<file path="config.mk">
export PLATFORM = sky130hd
export DESIGN_NAME = matrix_multiply_core
export DESIGN_NICKNAME = d
export VERILOG_FILES = /design/src/rtl/mmc_pkg.sv /design/src/rtl/mmc_front.sv /design/src/rtl/mmc_queue.sv /design/src/rtl/mmc_store.sv /design/src/rtl/mmc_back.sv /design/src/rtl/matrix_multiply_core.sv
export VERILOG_INCLUDE_DIRS = /design/src /design/src/rtl
export SDC_FILE = /design/constraint.sdc
export NUM_CORES = 2
export LEC_CHECK = 0
export ABC_AREA = 1
export BUFFER_PORTS_ARGS = -buffer_cell sky130_fd_sc_hd__buf_2
export CORE_ASPECT_RATIO = 0.9
export CORE_MARGIN = 8
export CORE_UTILIZATION = 40
export DETAILED_ROUTE_END_ITERATION = 10
export SYNTH_ARGS = -nofsm -noshare
export SYNTH_HDL_FRONTEND = slang
export SYNTH_HIERARCHICAL = 1
export SYNTH_SLANG_ARGS = --single-unit
</file>
<file path="constraint.sdc">
create_clock -name aclk -period 8.2 [get_ports aclk]
set_clock_uncertainty 0.15 [all_clocks]
set_input_delay 2.46 -clock aclk [delete_from_list [all_inputs] [get_ports aclk]]
set_output_delay 2.46 -clock aclk [all_outputs]
set_load 0.005 [all_outputs]
</file>
<file path="src/rtl/matrix_multiply_core_macros.svh">
// assertion macros shared by the matrix multiply core modules
// no dependencies; included by the modules that carry checks
`ifndef MATRIX_MULTIPLY_CORE_MACROS_SVH
`define MATRIX_MULTIPLY_CORE_MACROS_SVH

// same-cycle implication, disabled while reset is low
`define MMC_ASSERT_IMP(label, clk, rstn, ante, cons, msg) \
    label: assert property (@(posedge clk) disable iff (!(rstn)) (ante) |-> (cons)) \
        else $error(msg);

// next-cycle implication, disabled while reset is low
`define MMC_ASSERT_NXT(label, clk, rstn, ante, cons, msg) \
    label: assert property (@(posedge clk) disable iff (!(rstn)) (ante) |=> (cons)) \
        else $error(msg);

`endif

</file>
<file path="src/rtl/mmc_pkg.sv">
// types and constants of the matrix multiply core
// no dependencies; used by every module of the core except mmc_store
`timescale 1ns / 1ps

package mmc_pkg;

    localparam int ELEM_W    = 16;
    localparam int FRAC_BITS = 8;
    localparam int PROD_W    = 2 * ELEM_W;
    // room for the sum of eight products of two elements
    localparam int ACC_W     = 2 * ELEM_W + 3;
    localparam int IDX_W     = 3;
    localparam int DIM_W     = 4;
    localparam int TDATA_W   = 24;
    localparam int CFG_IDX_W = 2;

    localparam logic [CFG_IDX_W-1:0] CFG_ROWS_A    = 2'd0;
    localparam logic [CFG_IDX_W-1:0] CFG_INNER_DIM = 2'd1;
    localparam logic [CFG_IDX_W-1:0] CFG_COLS_B    = 2'd2;

    localparam logic [DIM_W-1:0] DIM_RESET = 4'd8;

    localparam logic signed [ACC_W-1:0] SAT_HI = ACC_W'((1 << (ELEM_W - 1)) - 1);
    localparam logic signed [ACC_W-1:0] SAT_LO = ~SAT_HI;

    typedef enum logic [1:0] {
        OP_WRITE_A = 2'd0,
        OP_WRITE_B = 2'd1,
        OP_COMPUTE = 2'd2
    } op_t;

    typedef enum logic [1:0] {
        ST_IDLE,
        ST_MAC,
        ST_FINISH
    } state_t;

    typedef struct packed {
        op_t                      kind;
        logic [IDX_W-1:0]         row;
        logic [IDX_W-1:0]         col;
        logic signed [ELEM_W-1:0] value;
    } cmd_t;

    typedef struct packed {
        logic not_empty;
        logic full;
    } q_status_t;

endpackage

</file>
<file path="src/rtl/mmc_front.sv">
// front end: accepts input beats, drops ignored items, pushes commands
// depends on mmc_pkg
`timescale 1ns / 1ps

module mmc_front #(
    parameter int MAX_DIM = 8
) (
    input  logic                       s_tvalid,
    output logic                       s_tready,
    input  logic [1:0]                 s_tuser,
    input  logic [mmc_pkg::IDX_W-1:0]  s_row,
    input  logic [mmc_pkg::IDX_W-1:0]  s_col,
    input  logic signed [mmc_pkg::ELEM_W-1:0] s_value,
    input  mmc_pkg::q_status_t         q_stat,
    output logic                       push,
    output mmc_pkg::cmd_t              push_cmd
);

    logic in_range;
    logic keep;

    assign s_tready = !q_stat.full;

    always_comb begin
        in_range = ({1'b0, s_row} < 4'(MAX_DIM)) && ({1'b0, s_col} < 4'(MAX_DIM));
        keep     = 1'b0;
        if (s_tuser inside {mmc_pkg::OP_WRITE_A, mmc_pkg::OP_WRITE_B}) begin
            keep = in_range;
        end else if (s_tuser == mmc_pkg::OP_COMPUTE) begin
            keep = 1'b1;
        end
    end

    // unused opcode and writes outside the store are consumed and dropped
    assign push = s_tvalid && s_tready && keep;

    always_comb begin
        push_cmd.kind  = mmc_pkg::op_t'(s_tuser);
        push_cmd.row   = s_row;
        push_cmd.col   = s_col;
        push_cmd.value = s_value;
    end

endmodule

</file>
<file path="src/rtl/mmc_queue.sv">
// short command queue between front and back end
// depends on mmc_pkg and the assertion macro header
`timescale 1ns / 1ps
`include "matrix_multiply_core_macros.svh"

module mmc_queue #(
    parameter int DEPTH = 4
) (
    input  logic               aclk,
    input  logic               aresetn,
    input  logic               push,
    input  mmc_pkg::cmd_t      push_cmd,
    input  logic               pop,
    output mmc_pkg::cmd_t      head,
    output mmc_pkg::q_status_t q_stat
);

    localparam int PW = (DEPTH > 1) ? $clog2(DEPTH) : 1;

    mmc_pkg::cmd_t  fifo_mem [DEPTH];
    logic [PW-1:0]  wr_ptr_reg;
    logic [PW-1:0]  rd_ptr_reg;
    logic [PW:0]    count_reg;

    always_ff @(posedge aclk) begin
        if (push) begin
            fifo_mem[wr_ptr_reg] <= push_cmd;
        end
    end

    always_ff @(posedge aclk) begin
        if (!aresetn) begin
            wr_ptr_reg <= '0;
            rd_ptr_reg <= '0;
            count_reg  <= '0;
        end else begin
            if (push) begin
                wr_ptr_reg <= (wr_ptr_reg == PW'(DEPTH - 1)) ? '0 : wr_ptr_reg + 1'b1;
            end
            if (pop) begin
                rd_ptr_reg <= (rd_ptr_reg == PW'(DEPTH - 1)) ? '0 : rd_ptr_reg + 1'b1;
            end
            if (push && !pop) begin
                count_reg <= count_reg + 1'b1;
            end else if (pop && !push) begin
                count_reg <= count_reg - 1'b1;
            end
        end
    end

    assign head             = fifo_mem[rd_ptr_reg];
    assign q_stat.not_empty = (count_reg != '0);
    assign q_stat.full      = (count_reg == (PW + 1)'(DEPTH));

    `MMC_ASSERT_IMP(a_no_push_full, aclk, aresetn, push, !q_stat.full, "push into full queue")
    `MMC_ASSERT_IMP(a_no_pop_empty, aclk, aresetn, pop, count_reg != '0, "pop from empty queue")
    `MMC_ASSERT_IMP(a_count_bound, aclk, aresetn, 1'b1, count_reg <= (PW + 1)'(DEPTH),
        "queue count beyond depth")

endmodule

</file>
<file path="src/rtl/mmc_store.sv">
// matrix element memory with per-entry valid bits; unwritten entries read zero
// depends on nothing but its parameters
`timescale 1ns / 1ps

module mmc_store #(
    parameter int DEPTH = 64,
    parameter int W     = 16
) (
    input  logic                                     aclk,
    input  logic                                     aresetn,
    input  logic                                     wr_en,
    input  logic [((DEPTH > 1) ? $clog2(DEPTH) : 1)-1:0] wr_addr,
    input  logic signed [W-1:0]                      wr_data,
    input  logic [((DEPTH > 1) ? $clog2(DEPTH) : 1)-1:0] rd_addr,
    output logic signed [W-1:0]                      rd_data
);

    logic signed [W-1:0] mem [DEPTH];
    logic [DEPTH-1:0]    vld_reg;
    logic signed [W-1:0] data_q_reg;
    logic                vld_q_reg;

    always_ff @(posedge aclk) begin
        if (wr_en) begin
            mem[wr_addr] <= wr_data;
        end
        data_q_reg <= mem[rd_addr];
    end

    always_ff @(posedge aclk) begin
        if (!aresetn) begin
            vld_reg   <= '0;
            vld_q_reg <= 1'b0;
        end else begin
            if (wr_en) begin
                vld_reg[wr_addr] <= 1'b1;
            end
            vld_q_reg <= vld_reg[rd_addr];
        end
    end

    assign rd_data = vld_q_reg ? data_q_reg : '0;

endmodule

</file>
<file path="src/rtl/mmc_back.sv">
// back end: executes queued commands, sequences the multiply-accumulate
// pipeline and holds the result register; depends on mmc_pkg and macros
`timescale 1ns / 1ps
`include "matrix_multiply_core_macros.svh"

module mmc_back #(
    parameter int MAX_DIM = 8
) (
    input  logic                                   aclk,
    input  logic                                   aresetn,
    input  logic [mmc_pkg::DIM_W-1:0]              rows_a,
    input  logic [mmc_pkg::DIM_W-1:0]              inner_dim,
    input  logic [mmc_pkg::DIM_W-1:0]              cols_b,
    input  mmc_pkg::q_status_t                     q_stat,
    input  mmc_pkg::cmd_t                          q_head,
    output logic                                   pop,
    output logic                                   a_wr_en,
    output logic                                   b_wr_en,
    output logic [((MAX_DIM > 1) ? $clog2(MAX_DIM * MAX_DIM) : 1)-1:0] wr_addr,
    output logic [((MAX_DIM > 1) ? $clog2(MAX_DIM * MAX_DIM) : 1)-1:0] a_rd_addr,
    output logic [((MAX_DIM > 1) ? $clog2(MAX_DIM * MAX_DIM) : 1)-1:0] b_rd_addr,
    input  logic signed [mmc_pkg::ELEM_W-1:0]      a_data,
    input  logic signed [mmc_pkg::ELEM_W-1:0]      b_data,
    output logic                                   m_tvalid,
    input  logic                                   m_tready,
    output logic [mmc_pkg::TDATA_W-1:0]            m_tdata,  // value, row, col
    output logic [0:0]                             m_tuser,  // saturated
    output logic                                   m_tlast
);

    localparam int IW = (MAX_DIM > 1) ? $clog2(MAX_DIM) : 1;
    localparam int AW = (MAX_DIM > 1) ? $clog2(MAX_DIM * MAX_DIM) : 1;

    mmc_pkg::state_t state_reg, state_next;

    logic [IW-1:0] i_reg, j_reg, k_reg;
    logic [IW-1:0] nr_last_reg, nk_last_reg, nc_last_reg;
    logic          v1_reg, v2_reg;
    logic signed [mmc_pkg::PROD_W-1:0] prod_reg;
    logic signed [mmc_pkg::ACC_W-1:0]  acc_reg;

    logic                               m_valid_reg;
    logic signed [mmc_pkg::ELEM_W-1:0]  m_value_reg;
    logic [mmc_pkg::IDX_W-1:0]          m_row_reg, m_col_reg;
    logic                               m_sat_reg, m_last_reg;

    logic start, issue, emit_out, out_free, pipe_empty, last_elem;
    logic signed [mmc_pkg::ACC_W-1:0]  shifted;
    logic signed [mmc_pkg::ELEM_W-1:0] sat_value;
    logic                              sat_flag;

    // clamp a dimension register to 1..MAX_DIM and return its last index
    function automatic logic [IW-1:0] last_idx(input logic [mmc_pkg::DIM_W-1:0] d);
        logic [mmc_pkg::DIM_W-1:0] c;
        c = d;
        if (d == '0) begin
            c = 4'd1;
        end else if (d > 4'(MAX_DIM)) begin
            c = 4'(MAX_DIM);
        end
        return IW'(c - 4'd1);
    endfunction

    assign out_free   = !m_valid_reg || m_tready;
    assign pipe_empty = !v1_reg && !v2_reg;
    assign last_elem  = (i_reg == nr_last_reg) && (j_reg == nc_last_reg);

    // next state
    always_comb begin
        state_next = state_reg;
        case (state_reg)
            mmc_pkg::ST_IDLE: begin
                if (q_stat.not_empty && q_head.kind == mmc_pkg::OP_COMPUTE) begin
                    state_next = mmc_pkg::ST_MAC;
                end
            end
            mmc_pkg::ST_MAC: begin
                if (k_reg == nk_last_reg) begin
                    state_next = mmc_pkg::ST_FINISH;
                end
            end
            mmc_pkg::ST_FINISH: begin
                if (pipe_empty && out_free) begin
                    state_next = last_elem ? mmc_pkg::ST_IDLE : mmc_pkg::ST_MAC;
                end
            end
            default: state_next = mmc_pkg::ST_IDLE;
        endcase
    end

    // control outputs
    always_comb begin
        pop      = 1'b0;
        issue    = 1'b0;
        emit_out = 1'b0;
        case (state_reg)
            mmc_pkg::ST_IDLE:   pop      = q_stat.not_empty;
            mmc_pkg::ST_MAC:    issue    = 1'b1;
            mmc_pkg::ST_FINISH: emit_out = pipe_empty && out_free;
            default: ;
        endcase
        a_wr_en = pop && (q_head.kind == mmc_pkg::OP_WRITE_A);
        b_wr_en = pop && (q_head.kind == mmc_pkg::OP_WRITE_B);
        start   = pop && (q_head.kind == mmc_pkg::OP_COMPUTE);
    end

    assign wr_addr   = AW'(int'(q_head.row) * MAX_DIM + int'(q_head.col));
    assign a_rd_addr = AW'(int'(i_reg) * MAX_DIM + int'(k_reg));
    assign b_rd_addr = AW'(int'(k_reg) * MAX_DIM + int'(j_reg));

    always_ff @(posedge aclk) begin
        if (!aresetn) begin
            state_reg   <= mmc_pkg::ST_IDLE;
            v1_reg      <= 1'b0;
            v2_reg      <= 1'b0;
            m_valid_reg <= 1'b0;
            i_reg       <= '0;
            j_reg       <= '0;
            k_reg       <= '0;
            acc_reg     <= '0;
        end else begin
            state_reg <= state_next;
            v1_reg    <= issue;
            v2_reg    <= v1_reg;
            if (start) begin
                i_reg <= '0;
                j_reg <= '0;
                k_reg <= '0;
            end else begin
                if (issue) begin
                    k_reg <= (k_reg == nk_last_reg) ? '0 : k_reg + 1'b1;
                end
                if (emit_out) begin
                    if (j_reg == nc_last_reg) begin
                        j_reg <= '0;
                        i_reg <= (i_reg == nr_last_reg) ? '0 : i_reg + 1'b1;
                    end else begin
                        j_reg <= j_reg + 1'b1;
                    end
                end
            end
            if (start || emit_out) begin
                acc_reg <= '0;
            end else if (v2_reg) begin
                acc_reg <= acc_reg + mmc_pkg::ACC_W'(prod_reg);
            end
            if (emit_out) begin
                m_valid_reg <= 1'b1;
            end else if (m_tready) begin
                m_valid_reg <= 1'b0;
            end
        end
    end

    // payload registers
    always_ff @(posedge aclk) begin
        if (start) begin
            nr_last_reg <= last_idx(rows_a);
            nk_last_reg <= last_idx(inner_dim);
            nc_last_reg <= last_idx(cols_b);
        end
        prod_reg <= a_data * b_data;
        if (emit_out) begin
            m_value_reg <= sat_value;
            m_row_reg   <= mmc_pkg::IDX_W'(i_reg);
            m_col_reg   <= mmc_pkg::IDX_W'(j_reg);
            m_sat_reg   <= sat_flag;
            m_last_reg  <= last_elem;
        end
    end

    // floor shift then clip to element range
    always_comb begin
        shifted   = acc_reg >>> mmc_pkg::FRAC_BITS;
        sat_flag  = 1'b0;
        sat_value = shifted[mmc_pkg::ELEM_W-1:0];
        if (shifted > mmc_pkg::SAT_HI) begin
            sat_flag  = 1'b1;
            sat_value = mmc_pkg::SAT_HI[mmc_pkg::ELEM_W-1:0];
        end else if (shifted < mmc_pkg::SAT_LO) begin
            sat_flag  = 1'b1;
            sat_value = mmc_pkg::SAT_LO[mmc_pkg::ELEM_W-1:0];
        end
    end

    assign m_tvalid = m_valid_reg;
    assign m_tdata  = {2'b00, m_col_reg, m_row_reg, m_value_reg};
    assign m_tuser  = m_sat_reg;
    assign m_tlast  = m_last_reg;

    `MMC_ASSERT_IMP(a_idle_pipe_empty, aclk, aresetn, state_reg == mmc_pkg::ST_IDLE,
        pipe_empty, "mac pipeline busy while idle")
    `MMC_ASSERT_NXT(a_start_clean, aclk, aresetn, start,
        state_reg == mmc_pkg::ST_MAC && k_reg == '0 && acc_reg == '0,
        "product run did not start clean")
    `MMC_ASSERT_IMP(a_k_in_range, aclk, aresetn, state_reg == mmc_pkg::ST_MAC,
        k_reg <= nk_last_reg, "inner index beyond dimension")

endmodule

</file>
<file path="src/rtl/matrix_multiply_core.sv">
// write items are stored by the back end as they leave the queue and stream at one beat per cycle
// while the queue has room and the back end is idle; a compute item yields an R x C product with
// inner dimension K: per element, K multiply-accumulates through one multiplier, then a pipeline
// drain and the output register load, which waits while the output is stalled.
// synchronous active-low reset: dimensions return to 8, both stores read as zero,
// the command queue empties; no clearing pass is needed
`timescale 1ns / 1ps

module matrix_multiply_core #(
    parameter int MAX_DIM = 8
) (
    input  logic                                aclk,
    input  logic                                aresetn,
    input  logic                                cfg_wr_en,
    input  logic [mmc_pkg::CFG_IDX_W-1:0]       cfg_index,
    input  logic [mmc_pkg::DIM_W-1:0]           cfg_wdata,
    input  logic                                s_tvalid,
    output logic                                s_tready,
    input  logic [mmc_pkg::TDATA_W-1:0]         s_tdata,  // row_index, col_index, element_value
    input  logic [1:0]                          s_tuser,  // operation
    output logic                                m_tvalid,
    input  logic                                m_tready,
    output logic [mmc_pkg::TDATA_W-1:0]         m_tdata,  // product_value, out_row, out_col
    output logic [0:0]                          m_tuser,  // saturated
    output logic                                m_tlast
);

    localparam int DEPTH = MAX_DIM * MAX_DIM;
    localparam int AW    = (MAX_DIM > 1) ? $clog2(DEPTH) : 1;

    logic [mmc_pkg::DIM_W-1:0] rows_a_reg, inner_dim_reg, cols_b_reg;

    mmc_pkg::q_status_t q_stat;
    mmc_pkg::cmd_t      push_cmd, q_head;
    logic               push, pop;
    logic               a_wr_en, b_wr_en;
    logic [AW-1:0]      wr_addr, a_rd_addr, b_rd_addr;
    logic signed [mmc_pkg::ELEM_W-1:0] a_data, b_data;

    always_ff @(posedge aclk) begin
        if (!aresetn) begin
            rows_a_reg    <= mmc_pkg::DIM_RESET;
            inner_dim_reg <= mmc_pkg::DIM_RESET;
            cols_b_reg    <= mmc_pkg::DIM_RESET;
        end else if (cfg_wr_en) begin
            case (cfg_index)
                mmc_pkg::CFG_ROWS_A:    rows_a_reg    <= cfg_wdata;
                mmc_pkg::CFG_INNER_DIM: inner_dim_reg <= cfg_wdata;
                mmc_pkg::CFG_COLS_B:    cols_b_reg    <= cfg_wdata;
                default: ;
            endcase
        end
    end

    mmc_front #(.MAX_DIM(MAX_DIM)) u_front (
        .s_tvalid (s_tvalid),
        .s_tready (s_tready),
        .s_tuser  (s_tuser),
        .s_row    (s_tdata[2:0]),
        .s_col    (s_tdata[5:3]),
        .s_value  (s_tdata[21:6]),
        .q_stat   (q_stat),
        .push     (push),
        .push_cmd (push_cmd)
    );

    mmc_queue #(.DEPTH(4)) u_queue (
        .aclk     (aclk),
        .aresetn  (aresetn),
        .push     (push),
        .push_cmd (push_cmd),
        .pop      (pop),
        .head     (q_head),
        .q_stat   (q_stat)
    );

    mmc_store #(.DEPTH(DEPTH), .W(mmc_pkg::ELEM_W)) u_a_store (
        .aclk    (aclk),
        .aresetn (aresetn),
        .wr_en   (a_wr_en),
        .wr_addr (wr_addr),
        .wr_data (q_head.value),
        .rd_addr (a_rd_addr),
        .rd_data (a_data)
    );

    mmc_store #(.DEPTH(DEPTH), .W(mmc_pkg::ELEM_W)) u_b_store (
        .aclk    (aclk),
        .aresetn (aresetn),
        .wr_en   (b_wr_en),
        .wr_addr (wr_addr),
        .wr_data (q_head.value),
        .rd_addr (b_rd_addr),
        .rd_data (b_data)
    );

    mmc_back #(.MAX_DIM(MAX_DIM)) u_back (
        .aclk      (aclk),
        .aresetn   (aresetn),
        .rows_a    (rows_a_reg),
        .inner_dim (inner_dim_reg),
        .cols_b    (cols_b_reg),
        .q_stat    (q_stat),
        .q_head    (q_head),
        .pop       (pop),
        .a_wr_en   (a_wr_en),
        .b_wr_en   (b_wr_en),
        .wr_addr   (wr_addr),
        .a_rd_addr (a_rd_addr),
        .b_rd_addr (b_rd_addr),
        .a_data    (a_data),
        .b_data    (b_data),
        .m_tvalid  (m_tvalid),
        .m_tready  (m_tready),
        .m_tdata   (m_tdata),
        .m_tuser   (m_tuser),
        .m_tlast   (m_tlast)
    );

endmodule
</file>
======== Yosys cells after proc, flatten, opt, wreduce, memory -nomap -nowiden ========
Memories as Yosys holds them, arrays and structs flattened. A register that Yosys moved wholly into a read port is not among the register bits.
Index checks and enable logic that the tools add are counted.
word-level totals
  logic and storage cells ................. 158
  flip-flop bits (word level) ............. 263
  bits in writable memories ............... 2,144
  memories kept ........................... 3
cells by class
  magnitude comparators ................... 9
  multiply operators ...................... 1
  add/sub/neg operators ................... 14
  eq/ne operators ......................... 17
  bitwise logic cells ..................... 3
  muxes and demuxes ....................... 46
  reductions and logical operators ........ 38
memory list
  name              words  width  rd ports  clocked after memory_dff  wr ports  line             source
  u_a_store.mem     64     16     1         1                         1         mmc_store.sv:18  logic signed [W-1:0] mem [DEPTH];
  u_b_store.mem     64     16     1         1                         1         mmc_store.sv:18
  u_queue.fifo_mem  4      24     1         1                         1         mmc_queue.sv:20  mmc_pkg::cmd_t fifo_mem [DEPTH];
operators by type and width
  kind                                                                                  count
  64-bit OR                                                                             2
  16-bit two-way mux                                                                    3
  3-bit two-way mux                                                                     14
  35-bit by 32-bit adder with 35-bit output                                             1
  16-bit by 16-bit multiplier with 32-bit output                                        1
  27-bit by 16-bit greater-than comparator with 1-bit output (second input constant)    1
  27-bit by 16-bit < comparator with 1-bit output (second input constant)               1
  6-bit by 7-bit < comparator with 1-bit output (second input constant)                 3
  6-bit by 3-bit adder with 6-bit output                                                3
  1-bit two-way mux                                                                     18
  2-bit two-way mux                                                                     7
  3-bit by 1-bit adder with 3-bit output (second input constant)                        4
  1-bit binary-select mux with 6-bit select                                             2
  2-bit == test (second input constant)                                                 6
  4-bit greater-than comparator (second input constant)                                 3
  1-bit logical AND                                                                     12
  4-bit zero test                                                                       3
  3-bit by 1-bit subtractor with 3-bit output (second input constant)                   4
  3-bit == test                                                                         3
  2-bit by 1-bit == test with 1-bit output (second input constant)                      4
  2-bit zero test                                                                       4
  2-bit AND reduction                                                                   4
  1-bit demux with 6-bit select                                                         1
  6-bit by 1-bit greater-or-equal comparator with 1-bit output (second input constant)  1
  other kinds (11)                                                                      23

======== Logic depth before layout (Yosys ltp) ========
  word-level depth ........................ 8
  mapped depth ............................ 30
  gate-level depth less buffers ........... 26

======== By module ========
Netlist, hierarchy kept.
modules (own cells, without submodules)
  module                instances  area each (um2)  sequential area each (um2)  cells each
  mmc_store             2          44,477.7         32,371.0                    3,850
  mmc_back              1          16,812.4         2,612.5                     2,202
  mmc_queue             1          4,186.5          3,062.9                     292
  matrix_multiply_core  1          508.0            240.2                       74
  mmc_front             1          203.9            0.0                         29

======== Least setup slack after synthesis ========
Ideal clock, no wire load.
  path type ............................... reg-to-reg
  start ................................... register u_b_store.vld_q_reg
  end ..................................... register u_back/prod_reg[30] (netlist bit)
  cell stages (with the launch flop) ...... 25
  path buffers ............................ 4
  data arrival time ....................... 6.035 ns
  clock period less this slack ............ 6.257 ns
  slack ................................... 1.943 ns
  cell sequence ........................... dfxtp_1 clkbuf_1 clkbuf_1 nand2_1 inv_1 clkbuf_1 clkbuf_1 nand2_1 inv_1 fa_1 fa_1 inv_1 fa_1 fa_1 fa_1 fa_1 inv_1 ha_1 nand2_1 nor3_1 inv_1 o21ai_0 nor2_1 nand2_1 xor2_1
between the ends
  longest elaborated chain between the ends .. 2
RTL lines
  item                                            line                        source
  from (decl)                                     mmc_store.sv:21             logic vld_q_reg;
  from (signal assigned)                          mmc_store.sv:38             vld_q_reg <= vld_reg[rd_addr];
  16-bit two-way mux                              mmc_store.sv:42             assign rd_data = vld_q_reg ? data_q_reg : '0;
  via b_data (one bit)                            matrix_multiply_core.sv:38  logic signed [mmc_pkg::ELEM_W-1:0] a_data, b_data;
  16-bit by 16-bit multiplier with 32-bit output  mmc_back.sv:162             prod_reg <= a_data * b_data;
  to (signal assigned)                            mmc_back.sv:162
  to (decl)                                       mmc_back.sv:39              logic signed [mmc_pkg::PROD_W-1:0] prod_reg;
The timed path passes the listed nets, and every way through them passes these cells.
A chain may end at the register's enable or synchronous reset.

======== Worst setup path after layout ========
Ends and elaborated chain as after synthesis.

==> impl_metrics.csv <==
group,metric,value,unit
sta,hold_viol,0,
sta,setup-tns-final,0,ns
synth,ys_seq_area_frac,0.638,
place,dp_slack,1.28,ns
drt,avgViaCountPerCell,5.28,
floorplan,ios,65,
synth,synth-edff-count,2177,
drt,first_pass_iters,6,
synth,syn_avg_cell_area,10.7,sq um
pwr,ir_worst_vdd,253,uV
floorplan,die_height,515,um
global_route,grt-ovfl-total,0,
cts,clock-sinks,2441,
finish,fill_cells,25500,
critical_path,critPathRequiredTime,8.86,ns
floorplan,fp.dieW,570,um
cts,ctsHoldBuffers,0,
synth,ys.flop_type,"edfxtp_1",
critical_path,worstPathCellList,"nand2_1, inv_1, nand2_1, inv_1, fa_1, fa_1, fa_1, inv_1, fa_1, inv_1, fa_1, inv_1, fa_1, inv_1, ha_1, inv_1, nor3_1, inv_1, o21ai_0, nor2_1, nand2_1, xor2_1",
cts,post_cts_resized,0,
sta,worst_slew_pin_slew,1.28,ns
global_route,grt_usage,0.196,
sta,slew_violations,0,
global_route,grt_pass1_wl,445000,um
drt,drtAntennaViolNets,0,
cts,tritoncts,"yes",
finish,syn_to_final_growth,10.5,%
global_route,antenna_found_initial,16,
sta,slew_headroom,0.142,
critical_path,cp-start-kind,"flop",
synth,synth_cells,10300,
floorplan,initial_core_util,0.401,
finish,nNetsFinal,10600,
global_route,grt_pass1_vias,71700,
place,hpwl,174000,um
synth,yosysUniqueCellTypes,53,
cts,postCtsSetupRepairBufs,0,
pwr,p_leak,0.0464,uW
sta,layout_setup_ws,1.32,ns
critical_path,path_class,"flop to flop",
global_route,grt_max_degree,221,
synth,syn_area,111000,sq um
place,gp_congestion,0.890,
cts,clockBufferDepth,4,
critical_path,cp_max_fo,16,
synth,yosys_register_bits,2441,
floorplan,rows,183,
synth,synthArstFlopShare,0,
critical_path,cp_common_cell,"inv_1",
drt,post_drt_wl_per_cell,21.0,um
cts,cts_made_buffers,241,
critical_path,critPathSlowestCell,"fa_1",
critical_path,worstSetupEndpointType,"flop",
critical_path,cp_data_arrival_time,7.54,ns
drt,num_vias,74700,
pwr,power.density,277,nW/um^2
run_status,status,"complete, no violations",
place,portBuffers,60,
cts,cts-root-buf,"clkbuf_16",
drt,drc,0,
synth,yosys_warnings,6,
finish,fin_util,0.443,
job,drv_cap,0,
finish,reg_top3,"u_a_store/mem x1024, u_b_store/mem x1024, u_queue/fifo_mem x96",
drt,drt_iter0_markers,7426,
sta,fin_crit_sh,0.839,
critical_path,crit_path_max_incr_delay,0.68,ns
finish,drive_gt1_frac,0.0722,
critical_path,r2r_cells,22,
floorplan,core_area,276000,sq um
sta,setup_viol,0,
sta,fmax,0.145,GHz
floorplan,die-area,294000,sq um
sta,rsz0062_at_grt,"false",
worst_hold_path,whs_path_depth,2,
cts,clkSlewWorstSetupHoldPaths,0.06,ns
worst_hold_path,min_path_type,"flop to flop",
drt,drt_wl_total,297000,um
cts,clk_latency,0.90,ns
sta,fin_crit,6.88,ns
cts,htreeDepth,4,
-- synth_stat cells, types with 20 or more instances --
cell | count | area, sq um
buf_1 | 41 | 154
o22ai_1 | 100 | 626
a21oi_1 | 262 | 1310
nor2_2 | 22 | 138
buf_6 | 60 | 676
nor2_1 | 807 | 3030
o21ai_0 | 326 | 1630
dfxtp_1 | 264 | 5290
nand3_1 | 1455 | 7280
xor2_1 | 39 | 342
nand2_1 | 2681 | 10100
buf_4 | 94 | 706
o22ai_2 | 20 | 250
nor3_1 | 44 | 220
buf_2 | 233 | 1170
edfxtp_1 | 2177 | 65400
fa_1 | 264 | 5290
nand4_1 | 20 | 125
xnor2_1 | 29 | 254
inv_1 | 820 | 3080
ha_1 | 128 | 1600
clkbuf_1 | 175 | 657
o21ai_1 | 145 | 726
-- cells in the final DEF, fill, tap and decap left out, types with 128 or more instances in the layout --
| cell type | instances |
|---|---|
| o21ai_0 | 326 |
| edfxtp_1 | 2177 |
| a21oi_1 | 262 |
| clkbuf_16 | 245 |
| nand2_1 | 2681 |
| ha_1 | 128 |
| inv_1 | 818 |
| buf_4 | 211 |
| dfxtp_1 | 256 |
| nor2_1 | 799 |
| nand3_1 | 1455 |
| o21ai_1 | 145 |
| fa_1 | 264 |
-- final cells by class --
class | instances | area (sq um) | area share
inverters | 841 | 3210 | 0.0263
repair buffers | 286 | 2180 | 0.0179
flip-flops and latches | 2441 | 70700 | 0.578
well taps | 3700 | 4630 | 0.0379
clock buffers | 336 | 6810 | 0.0557
multi-input cells | 6409 | 33600 | 0.275
clock inverters | 112 | 1120 | 0.00915
diodes | 10 | 25.0 | 0.000205
-- metrics by stage --
step           instance area, sq um  instances  hold slack, ns  power [uW]
4_1_cts                      122000      14100           0.276       34100
3_3_place_gp                 114000      13700           0.267       22900
5_1_grt                      122000      14100           0.330       35300
3_5_place_dp                 114000      13700           0.267       23100
6_report                     122000      14100           0.278       33900
2_1_floorplan                111000      10300           0.257       20500
-- critical path, delay by kind of cell (launching register included) --
| kind | cells | cell delay [ns] |
|---|---|---|
| compound gates | 1 | 0.17 |
| xor+xnor | 1 | 0.14 |
| fa+ha+maj | 7 | 3.83 |
| buf+inv | 8 | 1.06 |
| flops | 1 | 0.61 |
| simple gates | 5 | 0.83 |
-- worst paths after layout --
| kind | start | to | slack (ns) |
|---|---|---|---|
| min | u_back/v1_reg$_SDFF_PN0_ | u_back/v2_reg$_SDFF_PN0_ | 0.28 |
| min reg2reg | u_back/v1_reg$_SDFF_PN0_ | u_back/v2_reg$_SDFF_PN0_ | 0.28 |
| max reg2reg | u_b_store/vld_q_reg$_SDFF_PN0_ | u_back/prod_reg[30]$_DFF_P_ | 1.32 |
| max | u_b_store/vld_q_reg$_SDFF_PN0_ | u_back/prod_reg[30]$_DFF_P_ | 1.32 |
-- layer usage --
| layer | vias up | track usage | wire length (um) |
|---|---|---|---|
| li1 | 34600 | - | - |
| met2 | 2760 | 0.317 | 138000 |
| met3 | 485 | 0.0337 | 23600 |
| met4 | 2 | 0.0631 | 9970 |
| met5 | - | 0 | 13 |
| met1 | 36900 | 0.270 | 126000 |
-- report_power, final --
group	internal (uW)	switching [uW]
combinational	1400	5710
clock	6410	4650
sequential	15600	149
total	23400	10500
-- logic make-up after synthesis --
family,count (synthesis),synth area share
AO/OA/AOI/OAI,892,0.0439
adder cells (fa/ha/maj),392,0.0622
AND/OR/NAND/NOR,5055,0.190
buffers and inverters,1448,0.0595
flip-flops,2441,0.638
other,1,0.0000339
XOR/XNOR,68,0.00538
(Power assumes the default switching activity.)
